## config.mk

```make
export PLATFORM = sky130hd
export DESIGN_NAME = overspeed_chime_sequencer_core
export DESIGN_NICKNAME = d
export VERILOG_FILES = /design/src/sv/ocs_pkg.sv /design/src/sv/ocs_fsm.sv /design/src/sv/overspeed_chime_sequencer_core.sv
export SDC_FILE = /design/constraint.sdc
export NUM_CORES = 1
export LEC_CHECK = 0
export ABC_CLOCK_PERIOD_IN_PS = 8600
export BUFFER_PORTS_ARGS = -buffer_cell sky130_fd_sc_hd__buf_2
export CAP_MARGIN = 10
export CORE_UTILIZATION = 63
export CTS_CLUSTER_SIZE = 20
export DETAILED_ROUTE_END_ITERATION = 6
export GPL_ROUTABILITY_DRIVEN = 0
export GPL_TIMING_DRIVEN = 0
export PLACE_DENSITY_LB_ADDON = 0.08
export SLEW_MARGIN = 15
export SYNTH_ARGS = -nofsm -noshare
export SYNTH_HDL_FRONTEND = slang
export SYNTH_SLANG_ARGS = --single-unit
```

## constraint.sdc

```tcl
create_clock -name clk -period 8.6 [get_ports clk]
set_input_delay 1.29 -clock clk [delete_from_list [all_inputs] [get_ports clk]]
set_output_delay 1.29 -clock clk [all_outputs]
set_load 0.005 [all_outputs]
```

## src/sv/ocs_pkg.sv

```systemverilog
// ocs_pkg: types, codes and constants for the overspeed chime sequencer.
// Used by ocs_fsm and overspeed_chime_sequencer_core; no dependencies.
package ocs_pkg;

	typedef enum logic [3:0] {
		PH_IDLE  = 4'b0001,
		PH_BEEP  = 4'b0010,
		PH_PAUSE = 4'b0100,
		PH_HOLD  = 4'b1000
	} phase_t;

	localparam logic [1:0] PHASE_CODE_IDLE  = 2'd0;
	localparam logic [1:0] PHASE_CODE_BEEP  = 2'd1;
	localparam logic [1:0] PHASE_CODE_PAUSE = 2'd2;
	localparam logic [1:0] PHASE_CODE_HOLD  = 2'd3;

	localparam logic [1:0] CFG_SPEED_LIMIT   = 2'd0;
	localparam logic [1:0] CFG_CHIME_ON_TIME = 2'd1;
	localparam logic [1:0] CFG_BASE_INTERVAL = 2'd2;
	localparam logic [1:0] CFG_STARTUP_HOLD  = 2'd3;

	localparam logic [7:0]  RST_SPEED_LIMIT   = 8'd90;
	localparam logic [15:0] RST_CHIME_ON_TIME = 16'd500;
	localparam logic [15:0] RST_BASE_INTERVAL = 16'd5000;
	localparam logic [15:0] RST_STARTUP_HOLD  = 16'd3000;

	localparam logic [15:0] PAUSE_FLOOR_MS = 16'd500;
	localparam logic [15:0] TIMER_MAX      = 16'hFFFF;

	typedef struct packed {
		logic [7:0]  speed_limit;
		logic [15:0] chime_on_time;
		logic [15:0] base_interval;
		logic [15:0] startup_hold;
	} ocs_cfg_t;

	typedef struct packed {
		phase_t      phase;
		logic [15:0] elapsed;
		logic        chime;
	} ocs_state_t;

	function automatic logic [1:0] phase_code(phase_t ph);
		logic [1:0] code;
		unique case (ph)
			PH_IDLE:  code = PHASE_CODE_IDLE;
			PH_BEEP:  code = PHASE_CODE_BEEP;
			PH_PAUSE: code = PHASE_CODE_PAUSE;
			default:  code = PHASE_CODE_HOLD;
		endcase
		return code;
	endfunction

endpackage

```

## src/sv/ocs_fsm.sv

```systemverilog
// ocs_fsm: next-state logic for one tick of the chime sequencer.
// Depends on ocs_pkg.
module ocs_fsm (
	input  ocs_pkg::ocs_cfg_t   cfg,
	input  ocs_pkg::ocs_state_t cur,
	input  logic [7:0]          time_step,
	input  logic [7:0]          vehicle_speed,
	output ocs_pkg::ocs_state_t nxt
);
	import ocs_pkg::*;

	logic [16:0] sum;
	logic [15:0] timer;
	logic        over;
	logic [7:0]  diff;
	logic [15:0] shorten;
	logic [15:0] floor_thr;
	logic [15:0] pause_len;

	assign sum   = {1'b0, cur.elapsed} + {9'b0, time_step};
	assign timer = sum[16] ? TIMER_MAX : sum[15:0];
	assign over  = vehicle_speed > cfg.speed_limit;

	assign diff      = over ? (vehicle_speed - cfg.speed_limit) : (cfg.speed_limit - vehicle_speed);
	// diff * 10
	assign shorten   = {5'b0, diff, 3'b0} + {7'b0, diff, 1'b0};
	assign floor_thr = shorten + PAUSE_FLOOR_MS;
	assign pause_len = (cfg.base_interval < floor_thr) ? PAUSE_FLOOR_MS
	                                                    : (cfg.base_interval - shorten);

	always_comb begin
		nxt         = cur;
		nxt.elapsed = timer;
		unique case (cur.phase)
			PH_IDLE: begin
				nxt.elapsed = '0;
				if (over) begin
					nxt.phase = PH_BEEP;
					nxt.chime = 1'b1;
				end
			end
			PH_BEEP: begin
				if (timer >= cfg.chime_on_time) begin
					nxt.elapsed = '0;
					nxt.phase   = PH_PAUSE;
					nxt.chime   = 1'b0;
				end
			end
			PH_PAUSE: begin
				if (timer >= pause_len) begin
					nxt.elapsed = '0;
					if (over) begin
						nxt.phase = PH_BEEP;
						nxt.chime = 1'b1;
					end else begin
						nxt.phase = PH_IDLE;
					end
				end
			end
			PH_HOLD: begin
				if (timer >= cfg.startup_hold) begin
					nxt.elapsed = '0;
					nxt.phase   = PH_IDLE;
				end
			end
			default: begin
				nxt.phase = PH_HOLD;
			end
		endcase
	end

endmodule

```

## src/sv/overspeed_chime_sequencer_core.sv

```systemverilog
// overspeed_chime_sequencer_core: top level of the overspeed chime sequencer.
// Depends on ocs_pkg and ocs_fsm.
//
// One tick beat in gives one result beat out. A tick is taken into an input
// register; when the output register is free, the phase and timer update as
// the chime level and phase land in it. A new tick can be taken every cycle
// unless a stalled result holds it off. The only loop is the phase/timer
// update through ocs_fsm and state_q. Register writes apply from the next
// tick on and are to be made while no tick is in flight.
module overspeed_chime_sequencer_core (
	input  logic        clk,
	input  logic        arst_n,
	input  logic        cfg_wr_en,
	input  logic [1:0]  cfg_index,
	input  logic [15:0] cfg_data,
	input  logic        in_valid,
	output logic        in_stall,
	input  logic [7:0]  time_step,
	input  logic [7:0]  vehicle_speed,
	output logic        out_valid,
	input  logic        out_stall,
	output logic        chime_on,
	output logic [1:0]  phase
);
	import ocs_pkg::*;

	ocs_cfg_t   cfg_q;
	ocs_state_t state_q;
	ocs_state_t state_nxt;

	logic       valid_s1;
	logic [7:0] time_step_s1;
	logic [7:0] speed_s1;
	logic       out_valid_q;
	logic       chime_on_q;
	logic [1:0] phase_q;
	logic       out_free;
	logic       adv_s1;

	assign out_free = !out_valid_q || !out_stall;
	assign adv_s1   = valid_s1 && out_free;
	assign in_stall = valid_s1 && !out_free;

	always_ff @(posedge clk or negedge arst_n) begin
		if (!arst_n) begin
			cfg_q.speed_limit   <= RST_SPEED_LIMIT;
			cfg_q.chime_on_time <= RST_CHIME_ON_TIME;
			cfg_q.base_interval <= RST_BASE_INTERVAL;
			cfg_q.startup_hold  <= RST_STARTUP_HOLD;
		end else if (cfg_wr_en) begin
			unique case (cfg_index)
				CFG_SPEED_LIMIT:   cfg_q.speed_limit   <= cfg_data[7:0];
				CFG_CHIME_ON_TIME: cfg_q.chime_on_time <= cfg_data;
				CFG_BASE_INTERVAL: cfg_q.base_interval <= cfg_data;
				CFG_STARTUP_HOLD:  cfg_q.startup_hold  <= cfg_data;
				default: begin
				end
			endcase
		end
	end

	// input register
	always_ff @(posedge clk or negedge arst_n) begin
		if (!arst_n) begin
			valid_s1 <= 1'b0;
		end else if (!in_stall) begin
			valid_s1 <= in_valid;
		end
	end

	always_ff @(posedge clk) begin
		if (in_valid && !in_stall) begin
			time_step_s1 <= time_step;
			speed_s1     <= vehicle_speed;
		end
	end

	ocs_fsm u_fsm (
		.cfg           (cfg_q),
		.cur           (state_q),
		.time_step     (time_step_s1),
		.vehicle_speed (speed_s1),
		.nxt           (state_nxt)
	);

	always_ff @(posedge clk or negedge arst_n) begin
		if (!arst_n) begin
			state_q.phase   <= PH_HOLD;
			state_q.elapsed <= '0;
			state_q.chime   <= 1'b0;
		end else if (adv_s1) begin
			state_q <= state_nxt;
		end
	end

	// result register
	always_ff @(posedge clk or negedge arst_n) begin
		if (!arst_n) begin
			out_valid_q <= 1'b0;
		end else if (out_free) begin
			out_valid_q <= valid_s1;
		end
	end

	always_ff @(posedge clk) begin
		if (adv_s1) begin
			chime_on_q <= state_nxt.chime;
			phase_q    <= phase_code(state_nxt.phase);
		end
	end

	assign out_valid = out_valid_q;
	assign chime_on  = chime_on_q;
	assign phase     = phase_q;

endmodule

```

== After elaboration in Yosys (flattened, before gate mapping) ==
Cells that the tools add are included.

* Word-level logic and storage cells: 60
* Bits of input ports: 39
* Output and inout port bits: 5
* Register bits after elaboration: 98

* Add/sub/neg operators: 6
* Mux-type cells: 13
* Reduce and logical (&&, ||, !) cells: 13
* Eq/ne operators: 10
* $lt $le $gt $ge: 5

{| class="wikitable"
|+ Operators by type and width
! kind !! count
|-
| $pmux W16 S4 || 1
|-
| $ge A16 B16 Y1 || 3
|-
| $mux W21 || 2
|-
| $mux W16 || 2
|-
| $mux W20 || 1
|-
| $add A16 B8 Y17 || 1
|-
| $add A16 B9 Y16 const B || 1
|-
| $lt A16 B16 Y1 || 1
|-
| $pmux W4 S4 || 1
|-
| $sub A16 B16 Y16 || 1
|-
| $sub A8 B8 Y8 || 2
|-
| $add A11 B9 Y12 || 1
|-
| $eq A4 B1 Y1 const B || 2
|-
| $eq A4 B2 Y1 const B || 2
|-
| $eq A4 B3 Y1 const B || 2
|-
| $gt A8 B8 Y1 || 1
|-
| $mux W8 || 1
|-
| $reduce_and A2 Y1 || 4
|-
| $pmux W2 S3 || 1
|-
| $eq A2 B2 Y1 const B || 2
|-
| $eq A4 B4 Y1 const B || 1
|-
| $logic_not A1 Y1 || 4
|-
| $mux W4 || 1
|-
| $logic_and A1 B1 Y1 || 3
|-
| other kinds (6) || 6
|}

== Logic depth before layout (Yosys ltp) ==
* Word-level depth: 11
* Mapped depth: 43
* Gate-level depth less buffers: 40

== Cells and area by module ==
A second synthesis with hierarchy kept.

* Cell total of the unflattened synthesis: 783
* Area, all modules: 7950.1 um^2

{| class="wikitable"
|+ By module, submodules not included
! module !! cells an instance !! instances !! seq. area each (um^2) !! area an instance (um^2)
|-
| ocs_fsm || 589 || 1 || 0.0 || 4347.9
|-
| overspeed_chime_sequencer_core || 194 || 1 || 2576.2 || 3602.2
|}

== Worst setup path after synthesis ==
OpenSTA, ideal clock, no wires.

* Path type: register to register
* Start: reg cfg_q[52] (netlist bit)
* End: reg state_q[3] (netlist bit)
* Stages on the path, launching flop included: 43
* Setup slack: 0.705 ns
* Data arrival time: 7.830 ns
* Setup time: 0.064 ns
* Data required time: 8.536 ns
* Buffers on the path: 4
* Cell sequence: dfstp_2 -> inv_1 -> ha_1 -> buf_2 -> nand4_1 -> nor3_1 -> a21o_1 -> buf_6 -> buf_2 -> mux2i_1 -> o22ai_1 -> nand2_1 -> nand3_1 -> a221oi_1 -> o22ai_1 -> xor2_1 -> ha_1 -> inv_1 -> (+7 left out) -> o21a_1 -> o21a_1 -> o21a_1 -> and2_1 -> ha_1 -> nand2b_1 -> a21o_1 -> a21o_1 -> a21o_1 -> a21o_1 -> a21oi_1 -> o21ai_0 -> a211oi_1 -> nor2_1 -> o311a_1 -> clkbuf_1 -> a211oi_1 -> a21o_1

* Longest elaborated chain between the ends: 9
* Elaborated cells between the ends (all ways): 12
* Classes of those cells: 5 x add/sub; 3 x order compare; 4 x mux

{| class="wikitable"
|+ Ends and longest elaborated chain
! item !! RTL line !! source
|-
| from (decl) || overspeed_chime_sequencer_core.sv:27 || <nowiki>ocs_cfg_t cfg_q;</nowiki>
|-
| $sub A8 B8 Y8 / $gt A8 B8 Y1 (equally long branches) || ocs_fsm.sv:24, ocs_fsm.sv:22 ||
|-
| $mux W8 * || ocs_fsm.sv:24 || <nowiki>assign diff = over ? (vehicle_speed - cfg.speed_limit) : (cfg.speed_limit - vehicle_speed);</nowiki>
|-
| $add A11 B9 Y12 * || ocs_fsm.sv:26 || <nowiki>assign shorten = {5'b0, diff, 3'b0} + {7'b0, diff, 1'b0};</nowiki>
|-
| $add A16 B9 Y16 || ocs_fsm.sv:27 || <nowiki>assign floor_thr = shorten + PAUSE_FLOOR_MS;</nowiki>
|-
| $lt A16 B16 Y1 || ocs_fsm.sv:28 || <nowiki>assign pause_len = (cfg.base_interval < floor_thr) ? PAUSE_FLOOR_MS</nowiki>
|-
| $mux W16 * || ocs_fsm.sv:28 ||
|-
| $ge A16 B16 Y1 * || ocs_fsm.sv:50 || <nowiki>if (timer >= pause_len) begin</nowiki>
|-
| $mux W21 * || ocs_fsm.sv:50 ||
|-
| $pmux W16 S4 * || ocs_fsm.sv:34 || <nowiki>unique case (cur.phase)</nowiki>
|-
| to (signal assigned) || overspeed_chime_sequencer_core.sv:92 || <nowiki>state_q <= state_nxt;</nowiki>
|-
| to (decl) || overspeed_chime_sequencer_core.sv:28 || <nowiki>ocs_state_t state_q;</nowiki>
|}

Mark *: on every way between the ends. The rest lies on a longest branch, timed or not.
A chain may end at the register's enable or synchronous reset.

== Final worst setup path ==
* Start: reg cfg_q[52] (netlist bit)
* End: reg state_q[12] (netlist bit)

Same word-level chain as after synthesis.

==> results list <==
* CTS HTree Levels: 3
- Most frequent cells in the layout: 95 x ha_1, 82 x inv_1, 64 x nand2_1, 59 x nor2_1, 56 x dfrtp_1
- For the worst setup path, the data arrival time is about 8.6 ns.
- For this run, the post-layout net count is around 1.1k.
* Synthesized net count: 1006
- The cell sitting at the root of the clock tree is a clkbuf_16.
- At the pin with the least slew margin, the transition time is 0.859 ns.
* Required time of the critical path: between 8 and 9 ns
- The slowest stage of the critical path is the dfstp_2 cell.
* Pin count of the biggest net entering global routing: 51
* Leak pwr: 4.33 nW
* Critical Path End Type: flip-flop
* Type of the setup path with the least slack: flip-flop to flip-flop
- Counting every instance in the synthesized netlist gives 867.
- The pre-antenna-repair detailed-routing pass consisted of 5 iterations.
* Async set or reset register ratio after synthesis: 0.806
- Number of synthesized register bits: 98
- The region available for standard cell placement spans around 13000 um^2.
- Non-filler cells, final: 1108
* Internal power: about 0.0021 W
- Setup total negative slack on the finished layout was measured at 0 ns.
- Layout overhead on the synthesized area: 12.8%
* EDFF count, synth: 19
- Die Span X: 116 um
- From bottom edge to top edge, the die measures 116 um.
- Min-Delay Path Class: flip-flop to flip-flop
- Critical Path Max Stage Delay: 0.54 ns
* Most common cell after layout, fill and taps aside: ha_1
- Buffers placed on the I/O ports in this run total 43.
* Antenna diode count: 0
* Part of the total power dissipated in the clock network: 0.102
* Maximum Capacitance Violations: 0
* Vias post-DR: 6740
- Total power for the finished layout comes to 0.00408 W.
* Maximum count of clock buffers along a single path: 2
- Net switching power of the design: 0.00194 W
- For this block, the initial DRC count from the detailed router was 425.
- Crit path to: state_q[12]
* Per-cell via count in the routed design: 6.08
- Most numerous cell on the critical path: a21o_1
- The smallest clock period supported by the final layout is computed as 8.29 ns.
- In this run, CTS created clock tree buffers numbering 9.
- After clock tree synthesis, the clock-pin slew on the worst setup and hold paths is approximately 0.070 ns.
- The max-slew violation count came to 0.
* IO Count: 44
- The share of total power dissipated in combinational logic is 0.739.
* Area share of the leading cell type in the synthesized netlist: 0.172
- The worst register-to-register path begins at cfg_q[52].
- Global-route congestion overflow total: 0
* Worst VDD drop: a little under 0.2 mV
* Fraction of final layout cells sized beyond drive strength 1: 0.221
- Clock latency on the worst-skew pair, taken at its later pin, is 0.35 ns.
- The average instance in the mapped netlist occupies 9.40 um^2.
- For this configuration, the core starts out at a cell density of 0.646.
* Total wire length after detailed routing: 20000 um
- For this run, the number of Yosys warnings is 0.
- Clock skew after layout: 0.00824 ns
* Power density of the placed cells: 444 nW/um^2
* Rel. slew slack: 0.426
* Part of the power in registers: 0.159
* Detailed placer's ending HPWL: 15000 um
- The die covers 13400 um^2.
- Summing every instance area after synthesis gives 8150 um^2.
- Routed length per instance: approximately 18 um
- Achievable Freq: 0.121 GHz
- Number of antenna violations at the first check in global routing: 0
- Leading post-synthesis cells by cell area: dfrtp_1 17%, ha_1 15%, dfstp_2 7.4%
* Sink count of the clock tree: 98
- The number of global-route vias before repair was 6737.
- Row count: 41
- The number of hold violations in the final report was 0.
- Setup slack closes at 0.311 ns.
- For this run, the register share of the synthesized area comes to 0.316.
* Final setup viols: 0
- Of the total power, the share spent switching nets is 0.475.
- Of all cell types, the one taking the most synthesized area is dfrtp_1.
* Maximum net fanout on the critical path: 10
- Number of placed cells counting well taps: 1083
- The worst register-to-register path ends at state_q[12].
* Reg2Reg Setup Slack: 0.31 ns
- Launching element of the worst setup path: cfg_q[52]
* Aggregate global-route resource usage: 0.310
- Before CTS, the worst setup slack after placement is -0.795 ns.
* Number of routed nets with antenna violations: 0
- Kind of start point of the critical path: flip-flop
* First-pass GRT wire length: 32100 um
* Fin crit share: 0.964
* Run status: finished clean
- Number of cells on the worst reg-to-reg path: 42
- Yosys cell types: 85
* Ys flop type: dfrtp_1
- For this run, design rule violations remaining after detail routing come to 0.
- Utilization of the core after routing: 0.728
- TritonCTS built the clock tree.
[cell type report]
type                       count  area [um^2]
buffer                        28          165
clock buffer                  11          233
clock inverter                 5         61.3
fill                         961         3430
inverter                      83          314
multi-input combinational    658         5320
sequential                    98         2580
tap                          172          215
timing repair buffer          53          313
[worst min path at each step]
stage / startpoint / depth (start not counted) / slack (ns) / endpoint
5_1_grt: state_q[4] / 2 / 0.53 / state_q[4]
3_3_place_gp: valid_s1 / 1 / 0.47 / out_valid
4_1_cts: state_q[3] / 1 / 0.49 / state_q[3]
3_5_place_dp: state_q[3] / 1 / 0.48 / state_q[3]
2_1_floorplan: state_q[1] / 2 / 0.46 / state_q[1]
6_report: state_q[3] / 1 / 0.50 / state_q[3]
[state kept, by name, indices dropped and copies added, names as in the netlist]
register	flops
out_valid	1
chime_on	1
valid_s1	1
state_q	21
time_step_s1	8
phase	2
cfg_q	56
speed_s1	8
[Yosys cell counts (all sizes together), types with 3 or more instances]
cell type  count
o21bai         5
o221a          4
o31a           3
nor2          60
nor3          16
a21oi         44
o21a          16
inv           83
or3            5
nand3         10
or2           13
mux2i         11
a21o          28
edfxtp        19
o211ai         4
and2           6
o31ai          5
fa             4
xor2          12
nand4          6
nand2b        14
a31oi         10
xnor2         27
mux2          49
o2111ai        3
dfrtp         56
o211a          3
a21boi         6
a211oi         9
nor2b         14
nand2         64
and3           5
a211o          7
nand3b         3
o21ai         50
clkbuf        19
ha            96
nor3b          3
buf            9
nor4           8
a2111oi        3
dfstp         23
and4           3
[stage by stage]
stage | cell area (um^2) | hold WS, ns
2_1_floorplan | 8150 | 0.455
3_3_place_gp | 8580 | 0.470
3_5_place_dp | 8610 | 0.477
4_1_cts | 9010 | 0.494
5_1_grt | 9190 | 0.526
6_report | 9190 | 0.495
[metal layers]
metal	GRT usage	wire length, um	up-vias
met4	0.141	682	0
li1	-	-	3230
met5	0	0	-
met2	0.527	9800	203
met3	0.0544	859	54
met1	0.387	8680	3253
[logic make-up (layout without fill, tap and decap cells)]
group | count (synthesis) | after routing | synth area share
mux | 60 | 60 | 0.0827
simple gates | 235 | 235 | 0.146
xor+xnor | 41 | 41 | 0.0502
other cells | 1 | 1 | 0.000460
fa+ha+maj | 101 | 101 | 0.158
flops | 98 | 98 | 0.316
buf+inv | 111 | 180 | 0.0545
compound gates | 220 | 220 | 0.192
[repair_timing]
| action | 4_1_cts | 5_1_grt |
|---|---|---|
| pin swaps | 4 | 12 |
| resized for setup | 17 | 29 |
| endpoints found under the setup margin | 23 | 22 |
| hold buffers | 0 | 0 |
| gates cloned | 0 | 0 |
| buffers inserted | 3 | 6 |
[worst max-delay path: cells and delay by family (launching register included)]
| family | cells | cell delay, ns |
|---|---|---|
| compound gates | 22 | 4.22 |
| simple gates | 9 | 1.20 |
| fa+ha+maj | 4 | 1.15 |
| buf+inv | 5 | 0.66 |
| flops | 1 | 0.54 |
| mux | 1 | 0.24 |
| xor+xnor | 1 | 0.19 |
[power groups by stage]
stage	Combinational, W	Clock [W]	Sequential (W)
2_1_floorplan	0.00214	0	0.000637
3_3_place_gp	0.00259	0	0.000649
3_5_place_dp	0.00271	0	0.000655
4_1_cts	0.00287	0.000425	0.000647
5_1_grt	0.00333	0.000440	0.000661
6_report	0.00302	0.000418	0.000649
Note: power is estimated with default switching activity, not from simulation.
